===== config.mk =====
export PLATFORM = sky130hd
export DESIGN_NAME = plane_coincidence_window_counter_core
export DESIGN_NICKNAME = d
export VERILOG_FILES = /design/src/design/pcwc_pkg.sv /design/src/design/pcwc_cell.sv /design/src/design/pcwc_collector.sv /design/src/design/plane_coincidence_window_counter_core.sv
export SDC_FILE = /design/constraint.sdc
export NUM_CORES = 2
export LEC_CHECK = 0
export ABC_AREA = 1
export BUFFER_PORTS_ARGS = -buffer_cell sky130_fd_sc_hd__buf_4
export CORE_ASPECT_RATIO = 0.6
export CORE_MARGIN = 5
export CORE_UTILIZATION = 30
export CTS_CLUSTER_SIZE = 20
export DETAILED_ROUTE_END_ITERATION = 8
export GPL_TIMING_DRIVEN = 0
export SETUP_SLACK_MARGIN = 0.2
export SYNTH_ARGS = -nofsm -noshare
export SYNTH_HDL_FRONTEND = slang
export SYNTH_SLANG_ARGS = --single-unit
export TNS_END_PERCENT = 30

===== constraint.sdc =====
create_clock -name i_clk -period 20.3 [get_ports i_clk]
set_clock_uncertainty 0.05 [all_clocks]
set_input_delay 3.045 -clock i_clk [delete_from_list [all_inputs] [get_ports i_clk]]
set_output_delay 3.045 -clock i_clk [all_outputs]
set_load 0.01 [all_outputs]

===== src/design/pcwc_pkg.sv =====
// ----------------------------------------------------------------------------
// pcwc_pkg
// Shared types, constants and helpers for the plane coincidence window counter.
// ----------------------------------------------------------------------------
package pcwc_pkg;

    localparam int NUM_CHANNELS_DEF = 36;

    localparam int CFG_IDX_W  = 2;
    localparam int CFG_DATA_W = 32;

    localparam logic [CFG_IDX_W-1:0] REG_WINDOW_EVENTS = 2'd0;
    localparam logic [CFG_IDX_W-1:0] REG_SKIPPED_CHAN  = 2'd1;
    localparam logic [CFG_IDX_W-1:0] REG_DAY_START     = 2'd2;

    localparam logic [19:0] WINDOW_EVENTS_RST = 20'd100000;
    localparam logic [5:0]  SKIPPED_CHAN_RST  = 6'd11;
    localparam logic [1:0]  CHIP_INVALID      = 2'd3;
    localparam logic [1:0]  TALLY_MAX         = 2'd3;

    // divide by 1000 as multiply by floor(2^37 / 1000), then one correction
    localparam int          MS_W         = 27;
    localparam int          DIV_MULT_W   = 28;
    localparam int          DIV_SHIFT    = 37;
    localparam int          PROD_W       = MS_W + DIV_MULT_W;
    localparam int          QUOT_W       = PROD_W - DIV_SHIFT;
    localparam logic [DIV_MULT_W-1:0] DIV_MULT = 28'd137438953;
    localparam logic [9:0]  MS_PER_S     = 10'd1000;

    typedef logic [2:0][1:0] t_tally;

    typedef struct packed {
        logic        action;
        logic [5:0]  channel;
        logic [1:0]  chip;
        logic [7:0]  clusters;
        logic [26:0] event_time_ms;
    } t_in_word;

    typedef struct packed {
        logic [31:0] event_number;
        logic [31:0] timestamp;
        logic [31:0] single_hit_planes;
        logic [31:0] double_hit_planes;
        logic [31:0] triple_hit_planes;
        logic [31:0] single_coincidences;
        logic [31:0] double_coincidences;
        logic [31:0] triple_coincidences;
    } t_out_word;

    typedef struct packed {
        logic       shift;
        logic       upd;
        logic [1:0] chip;
        logic [7:0] clusters;
    } t_cell_ctl;

    typedef struct packed {
        logic scan;
        logic clear;
    } t_coll_ctl;

    typedef struct packed {
        logic [31:0] cnt1;
        logic [31:0] cnt2;
        logic [31:0] cnt3;
    } t_coin_counts;

    function automatic logic [31:0] sat_inc(input logic [31:0] v);
        return (v == '1) ? v : v + 32'd1;
    endfunction

endpackage


===== src/design/pcwc_cell.sv =====
// ----------------------------------------------------------------------------
// pcwc_cell
// One channel: three saturating 2-bit cluster tallies, shifted down the chain
// during the end-of-event scan.
// ----------------------------------------------------------------------------
module pcwc_cell (
    input  logic                i_clk,
    input  logic                i_rst_n,
    input  pcwc_pkg::t_cell_ctl i_ctl,
    input  logic                i_sel,
    input  pcwc_pkg::t_tally    i_next,
    output pcwc_pkg::t_tally    o_tally
);

    pcwc_pkg::t_tally r_tally;
    pcwc_pkg::t_tally n_tally;
    logic [2:0]       w_sum;

    always_comb begin
        n_tally = r_tally;
        w_sum   = {1'b0, r_tally[i_ctl.chip]} + {1'b0, i_ctl.clusters[1:0]};
        if (i_ctl.shift) begin
            n_tally = i_next;
        end else if (i_ctl.upd && i_sel && i_ctl.chip != pcwc_pkg::CHIP_INVALID) begin
            if (|i_ctl.clusters[7:2] || w_sum[2] || w_sum[1:0] == pcwc_pkg::TALLY_MAX) begin
                n_tally[i_ctl.chip] = pcwc_pkg::TALLY_MAX;
            end else begin
                n_tally[i_ctl.chip] = w_sum[1:0];
            end
        end
    end

    always_ff @(posedge i_clk) begin
        if (!i_rst_n) begin
            r_tally <= '0;
        end else begin
            r_tally <= n_tally;
        end
    end

    assign o_tally = r_tally;

endmodule


===== src/design/pcwc_collector.sv =====
// ----------------------------------------------------------------------------
// pcwc_collector
// Classifies the tally at the head of the chain, one channel per cycle, and
// keeps the saturating window coincidence counts.
// ----------------------------------------------------------------------------
module pcwc_collector (
    input  logic                   i_clk,
    input  logic                   i_rst_n,
    input  pcwc_pkg::t_coll_ctl    i_ctl,
    input  pcwc_pkg::t_tally       i_tally,
    output pcwc_pkg::t_coin_counts o_counts
);

    pcwc_pkg::t_coin_counts r_counts;
    pcwc_pkg::t_coin_counts n_counts;
    logic [1:0]             w_min01;
    logic [1:0]             w_min;

    always_comb begin
        w_min01  = (i_tally[0] < i_tally[1]) ? i_tally[0] : i_tally[1];
        w_min    = (i_tally[2] < w_min01) ? i_tally[2] : w_min01;
        n_counts = r_counts;
        if (i_ctl.clear) begin
            n_counts = '0;
        end else if (i_ctl.scan) begin
            case (w_min)
                2'd3:    n_counts.cnt3 = pcwc_pkg::sat_inc(r_counts.cnt3);
                2'd2:    n_counts.cnt2 = pcwc_pkg::sat_inc(r_counts.cnt2);
                2'd1:    n_counts.cnt1 = pcwc_pkg::sat_inc(r_counts.cnt1);
                default: n_counts = r_counts;
            endcase
        end
    end

    always_ff @(posedge i_clk) begin
        if (!i_rst_n) begin
            r_counts <= '0;
        end else begin
            r_counts <= n_counts;
        end
    end

    assign o_counts = r_counts;

endmodule


===== src/design/plane_coincidence_window_counter_core.sv =====
// ----------------------------------------------------------------------------
// plane_coincidence_window_counter_core
// Counts plane hits and per-channel chip coincidences over windows of events
// and emits one summary word per window.
//
//   channel | direction | handshake               | word
//   --------+-----------+-------------------------+---------------------------
//   in      | into core | i_in_valid / o_in_stall | pcwc_pkg::t_in_word
//   out     | from core | o_out_valid/ i_out_stall| pcwc_pkg::t_out_word
//   cfg     | into core | i_cfg_valid/ o_cfg_ready| index 2 bit, data 32 bit
//
// A plane record does not stall the input. An end-of-event word stalls it
// after it is taken: the tallies shift one channel a cycle through the cell
// chain into the collector, then states S_QEST and S_QUOT do the divide by
// 1000, then S_DONE closes the event; if the event ends a window, S_DONE
// waits while an earlier summary word is still stalled.
// Reset is synchronous; all tallies and counters clear at once.
// ----------------------------------------------------------------------------
module plane_coincidence_window_counter_core #(
    parameter int NUM_CHANNELS = pcwc_pkg::NUM_CHANNELS_DEF
) (
    input  logic                                  i_clk,
    input  logic                                  i_rst_n,
    input  logic                                  i_in_valid,
    output logic                                  o_in_stall,
    input  pcwc_pkg::t_in_word                    i_in_data,
    output logic                                  o_out_valid,
    input  logic                                  i_out_stall,
    output pcwc_pkg::t_out_word                   o_out_data,
    input  logic                                  i_cfg_valid,
    output logic                                  o_cfg_ready,
    input  logic [pcwc_pkg::CFG_IDX_W-1:0]        i_cfg_index,
    input  logic [pcwc_pkg::CFG_DATA_W-1:0]       i_cfg_data
);

    localparam int CNT_W = (NUM_CHANNELS > 1) ? $clog2(NUM_CHANNELS) : 1;
    localparam logic [CNT_W-1:0] CNT_LAST = CNT_W'(NUM_CHANNELS - 1);

    localparam logic [2:0] S_IDLE = 3'd0;
    localparam logic [2:0] S_SCAN = 3'd1;
    localparam logic [2:0] S_QEST = 3'd2;
    localparam logic [2:0] S_QUOT = 3'd3;
    localparam logic [2:0] S_DONE = 3'd4;

    // configuration
    logic [19:0] r_win_events;
    logic [5:0]  r_skip;
    logic [31:0] r_day_start;

    // control
    logic [2:0]       r_state;
    logic [2:0]       n_state;
    logic [CNT_W-1:0] r_cnt;
    logic [31:0]      r_evt;
    logic [19:0]      r_pos;
    logic             r_out_valid;
    logic [31:0]      r_hit1;
    logic [31:0]      r_hit2;
    logic [31:0]      r_hit3;

    // payload
    logic [pcwc_pkg::MS_W-1:0]   r_time;
    logic [pcwc_pkg::PROD_W-1:0] r_prod;
    logic [pcwc_pkg::QUOT_W-1:0] r_qest;
    logic [pcwc_pkg::QUOT_W-1:0] r_quot;
    pcwc_pkg::t_out_word         r_out;

    logic                   w_in_acc;
    logic                   w_plane_ok;
    logic [5:0]             w_chan_m1;
    logic [27:0]            w_qmul;
    logic [27:0]            w_rem;
    logic [19:0]            w_pos_next;
    logic [19:0]            w_limit;
    logic                   w_win_end;
    logic                   w_can_close;
    pcwc_pkg::t_cell_ctl    w_cell_ctl;
    pcwc_pkg::t_coll_ctl    w_coll_ctl;
    pcwc_pkg::t_coin_counts w_coin;
    pcwc_pkg::t_tally       w_tally [NUM_CHANNELS+1];
    logic [NUM_CHANNELS-1:0] w_sel;

    assign o_cfg_ready = 1'b1;
    assign o_in_stall  = (r_state != S_IDLE);
    assign w_in_acc    = i_in_valid && !o_in_stall;

    assign w_chan_m1  = i_in_data.channel - 6'd1;
    assign w_plane_ok = (i_in_data.chip != pcwc_pkg::CHIP_INVALID)
                     && !(r_skip != 6'd0 && i_in_data.channel == r_skip)
                     && (i_in_data.channel != 6'd0)
                     && (i_in_data.channel <= 6'(NUM_CHANNELS));

    assign w_cell_ctl.shift    = (r_state == S_SCAN);
    assign w_cell_ctl.upd      = w_in_acc && !i_in_data.action && w_plane_ok;
    assign w_cell_ctl.chip     = i_in_data.chip;
    assign w_cell_ctl.clusters = i_in_data.clusters;

    // the far end of the chain feeds zeros, which clears the tallies
    assign w_tally[NUM_CHANNELS] = '0;

    for (genvar k = 0; k < NUM_CHANNELS; k++) begin : g_cell
        assign w_sel[k] = (w_chan_m1 == 6'(k));
        pcwc_cell u_cell (
            .i_clk   (i_clk),
            .i_rst_n (i_rst_n),
            .i_ctl   (w_cell_ctl),
            .i_sel   (w_sel[k]),
            .i_next  (w_tally[k+1]),
            .o_tally (w_tally[k])
        );
    end

    assign w_limit     = (r_win_events == 20'd0) ? 20'd1 : r_win_events;
    assign w_pos_next  = r_pos + 20'd1;
    assign w_win_end   = (w_pos_next >= w_limit);
    assign w_can_close = !(w_win_end && r_out_valid && i_out_stall);

    assign w_coll_ctl.scan  = (r_state == S_SCAN);
    assign w_coll_ctl.clear = (r_state == S_DONE) && w_can_close && w_win_end;

    pcwc_collector u_collector (
        .i_clk    (i_clk),
        .i_rst_n  (i_rst_n),
        .i_ctl    (w_coll_ctl),
        .i_tally  (w_tally[0]),
        .o_counts (w_coin)
    );

    // remainder check: the estimate is the quotient or one below it
    assign w_qmul = 28'(r_qest) * 28'(pcwc_pkg::MS_PER_S);
    assign w_rem  = 28'(r_time) - w_qmul;

    always_comb begin
        n_state = r_state;
        case (r_state)
            S_IDLE: begin
                if (w_in_acc && i_in_data.action) begin
                    n_state = S_SCAN;
                end
            end
            S_SCAN: begin
                if (r_cnt == CNT_LAST) begin
                    n_state = S_QEST;
                end
            end
            S_QEST:  n_state = S_QUOT;
            S_QUOT:  n_state = S_DONE;
            S_DONE: begin
                if (w_can_close) begin
                    n_state = S_IDLE;
                end
            end
            default: n_state = S_IDLE;
        endcase
    end

    always_ff @(posedge i_clk) begin
        if (!i_rst_n) begin
            r_win_events <= pcwc_pkg::WINDOW_EVENTS_RST;
            r_skip       <= pcwc_pkg::SKIPPED_CHAN_RST;
            r_day_start  <= '0;
        end else if (i_cfg_valid && o_cfg_ready) begin
            case (i_cfg_index)
                pcwc_pkg::REG_WINDOW_EVENTS: r_win_events <= i_cfg_data[19:0];
                pcwc_pkg::REG_SKIPPED_CHAN:  r_skip       <= i_cfg_data[5:0];
                pcwc_pkg::REG_DAY_START:     r_day_start  <= i_cfg_data;
                default: ;
            endcase
        end
    end

    always_ff @(posedge i_clk) begin
        if (!i_rst_n) begin
            r_state     <= S_IDLE;
            r_cnt       <= '0;
            r_evt       <= '0;
            r_pos       <= '0;
            r_out_valid <= 1'b0;
            r_hit1      <= '0;
            r_hit2      <= '0;
            r_hit3      <= '0;
        end else begin
            r_state <= n_state;
            if (r_state == S_SCAN) begin
                r_cnt <= (r_cnt == CNT_LAST) ? '0 : r_cnt + CNT_W'(1);
            end
            if (w_cell_ctl.upd) begin
                if (i_in_data.clusters == 8'd1) begin
                    r_hit1 <= pcwc_pkg::sat_inc(r_hit1);
                end else if (i_in_data.clusters == 8'd2) begin
                    r_hit2 <= pcwc_pkg::sat_inc(r_hit2);
                end else if (i_in_data.clusters >= 8'd3) begin
                    r_hit3 <= pcwc_pkg::sat_inc(r_hit3);
                end
            end
            // a new summary may be loaded in the cycle the old one is taken
            if (r_state == S_DONE && w_can_close && w_win_end) begin
                r_out_valid <= 1'b1;
            end else if (r_out_valid && !i_out_stall) begin
                r_out_valid <= 1'b0;
            end
            if (r_state == S_DONE && w_can_close) begin
                r_evt <= r_evt + 32'd1;
                if (w_win_end) begin
                    r_pos  <= '0;
                    r_hit1 <= '0;
                    r_hit2 <= '0;
                    r_hit3 <= '0;
                end else begin
                    r_pos <= w_pos_next;
                end
            end
        end
    end

    always_ff @(posedge i_clk) begin
        if (w_in_acc && i_in_data.action) begin
            r_time <= i_in_data.event_time_ms;
        end
        r_prod <= pcwc_pkg::PROD_W'(r_time) * pcwc_pkg::PROD_W'(pcwc_pkg::DIV_MULT);
        r_qest <= r_prod[pcwc_pkg::PROD_W-1:pcwc_pkg::DIV_SHIFT];
        r_quot <= (w_rem >= 28'(pcwc_pkg::MS_PER_S)) ? r_qest + pcwc_pkg::QUOT_W'(1) : r_qest;
        if (r_state == S_DONE && w_can_close && w_win_end) begin
            r_out.event_number        <= r_evt + 32'd1;
            r_out.timestamp           <= r_day_start + 32'(r_quot);
            r_out.single_hit_planes   <= r_hit1;
            r_out.double_hit_planes   <= r_hit2;
            r_out.triple_hit_planes   <= r_hit3;
            r_out.single_coincidences <= w_coin.cnt1;
            r_out.double_coincidences <= w_coin.cnt2;
            r_out.triple_coincidences <= w_coin.cnt3;
        end
    end

    assign o_out_valid = r_out_valid;
    assign o_out_data  = r_out;

    // chain is empty once the scan is over
    a_chain_cleared: assert property (@(posedge i_clk) disable iff (!i_rst_n)
        (r_state == S_QEST) |-> (w_tally[0] == '0))
        else $error("cell chain not cleared after scan");

    a_cnt_idle: assert property (@(posedge i_clk) disable iff (!i_rst_n)
        (r_state != S_SCAN) |-> (r_cnt == '0))
        else $error("scan counter left nonzero");

    a_out_from_done: assert property (@(posedge i_clk) disable iff (!i_rst_n)
        $rose(r_out_valid) |-> ($past(r_state) == S_DONE))
        else $error("summary word raised outside event close");

    a_rem_range: assert property (@(posedge i_clk) disable iff (!i_rst_n)
        (r_state == S_QUOT) |-> (w_rem < 28'd2000))
        else $error("divide estimate off by more than one");

endmodule


==> flow_metrics.tcl <==
set metrics [dict create \
    outcome "finished, violations left" \
    violations "DRC, capacitance limit, slew limit" \
    ys_seq_elements 865 \
    drcViolationCount 5 \
    grt_overflow 0 \
    initial_core_util 0.302 \
    grt_pass1_wl_um 383000 \
    yosys_warnings 0 \
    max_freq_mhz 125 \
    seq_area_frac_synth 0.317 \
    end_kind "register" \
    syn_area_um2 63500 \
    required_ns 20.84 \
    ant_nets 0 \
    synth_edf_count 283 \
    synthArstFlopShare 0 \
    fin_crit_sh 0.395 \
    cts.sinks 865 \
    hold_buffers 0 \
    wirelength_um 263000 \
    synthCells 8324 \
    grt_setup_unrepaired "false" \
    via_per_inst 5.15 \
    h-tree-depth 3 \
    grt.total_usage 0.230 \
    cpMaxStageDelayCell "clkbuf_1" \
    cp_max_fo 10 \
    place.gp.congestion 1.01 \
    rrSetupSlack_ns 13.32 \
    min_from "r_prod[52]$_DFF_P_" \
    yosysMostFrequentCell "nand2_1" \
    fillCellCount 22200 \
    io_pins 342 \
    nets 9609 \
    ys_top_cells_by_area "dfxtp_1, edfxtp_1, fa_1, nand2_1, ha_1" \
    cts_resized 0 \
    criticalPathCategory "in2reg" \
    coreArea_um2 210000 \
    cpPeakStageDelay_ns 1.13 \
    clk_pin_slew_ns 0.06 \
    worst_slew_pin_slew_ns 1.56 \
    cts_tree "built" \
    grt_pass1_vias 56400 \
    root_buffer "clkbuf_16" \
    cp-start-kind "primary input" \
    synthTopCellsByCount "nand2_1, inv_1, nor2_1" \
    synth_top_cell_area_share 0.183 \
    crit_family "buffers and inverters" \
    cts_buffers 94 \
    timing.final.ws_setup_ns 12.29 \
    hold_path_end "r_qest[15]$_DFF_P_" \
    finalSetupViolCount 0 \
    die_y_um 366 \
    synth_ff_type "dfxtp_1" \
    io_buffer_count 335 \
    fin_crit_ns 8.01 \
    fp.dieArea_um2 221000 \
    tns_ns 0 \
    place_hpwl_um 210000 \
    rows 130 \
    first_pass_iters 9 \
    reg2reg_depth 28 \
    dp_slack_ns 12.07 \
    dieWidth_um 604 \
    post_cts_buffers 0 \
    synth.distinct_cells 63 \
    synth.avg_cell_area_um2 7.63 \
    grt_max_degree 114 \
    insertion_delay_ns 0.74 \
    slew_violations 32 \
    cp_cell_sequence "buf_4 -> nor2_1 -> inv_1 -> clkbuf_1 -> clkbuf_1 -> clkbuf_1 -> o221ai_1 -> ha_1 -> inv_1 -> fa_1 -> nor2_1 -> nor3_2 -> and2_1 -> o22ai_1 -> o21ai_0 -> nand3_1 -> nand2_1 -> nor2_1" \
    antenna_found_initial 9 \
    drt_iter0_drc 7390 \
    rr_startpoint "r_qest[0]$_DFF_P_" \
    hp-class "reg2reg" \
    crit_buf_inv 6 \
    synth_nets 9173 \
    syn_to_final_growth_pct 15.0 \
    cts.path.max_buffers 3 \
    crit_arrival_ns 8.55 \
    post_drt_wl_per_cell_um 22.5 \
    synth_top_area_cell "dfxtp_1" \
    worstHoldPathCells 0 \
    r2r-end "r_quot[16]$_DFF_P_" \
    drive_above_1_share 0.0856 \
    cap_violations 4 \
    relSlewSlack -0.0410 \
    hold_viol 0 \
    via_count 60100 \
]
-- stage by stage --
step                      utilization  hold WS (ns)  instance area (um^2)  instances
after floorplan                     -         0.260                 63500       8324
after detailed placement        0.332         0.262                 69700      11500
after CTS                       0.348         0.276                 73000      11700
after global placement          0.331         0.261                 69600      11500
after global routing            0.348         0.282                 73000      11700
final                           0.348         0.277                 73000      11700
-- cells by family after synthesis --
logic type / after synthesis / synth area share
multiplexers: 28 / 0.00441
adder cells (fa/ha/maj): 766 / 0.189
other: 1 / 0.0000590
AO/OA/AOI/OAI: 1412 / 0.122
AND/OR/NAND/NOR: 3374 / 0.227
buffers and inverters: 1573 / 0.0977
XOR/XNOR: 305 / 0.0421
flip-flops: 865 / 0.317
-- layer usage --
layer / vias up / wire [um] / global-route usage
met1: 28700 / 119000 / 0.334
met5: - / 0 / 0
met3: 378 / 28000 / 0.0545
met2: 2966 / 103000 / 0.320
li1: 28100 / - / -
met4: 0 / 13800 / 0.102
-- flip-flops by register name, summed over array words and instances, names as in the netlist, 20 cells and up --
register / flops
o_out_data: 256
g_cell.u_cell.o_tally: 216
u_collector.o_counts: 96
r_day_start: 32
r_evt: 32
r_hit1: 32
r_hit2: 32
r_hit3: 32
r_time: 27
r_pos: 20
r_win_events: 20
-- area by class of cell --
type                            count  area, um^2  area share
Sequential cell                   865       20100       0.276
Antenna cell                        1        2.50   0.0000343
Clock buffer                      118        2630      0.0360
Buffer                            301        1430      0.0195
Multi-Input combinational cell   5886       37200       0.509
Timing Repair Buffer              340        2630      0.0360
Tap cell                         2838        3550      0.0486
Clock inverter                     59         684     0.00937
Inverter                         1272        4790      0.0656
-- worst max-delay path by stage --
stage,startpoint,end,cells after the start
after global placement,i_out_stall,o_out_data[71]$_DFFE_PP_,8
after CTS,i_in_data[36],g_cell[3].u_cell.o_tally[3]$_SDFFE_PN0P_,19
after global routing,i_in_data[35],g_cell[3].u_cell.o_tally[3]$_SDFFE_PN0P_,19
final,i_in_data[35],g_cell[16].u_cell.o_tally[3]$_SDFFE_PN0P_,18
after detailed placement,i_in_data[36],g_cell[3].u_cell.o_tally[3]$_SDFFE_PN0P_,19
after floorplan,i_out_stall,o_out_data[0]$_DFFE_PP_,7
-- cells in the final DEF, fill, tap and decap left out, types with 283 or more instances in the layout --
master and instances:
a21oi_1 559, buf_4 367, dfxtp_1 582, edfxtp_1 283
fa_1 322, ha_1 444, inv_1 1249, nand2_1 1554
nand3_1 431, nor2_1 907, o21ai_0 494
Power is left out: the tool's default activity adds up to more than one toggle a clock period on the data nets, which glitch-free logic cannot reach.
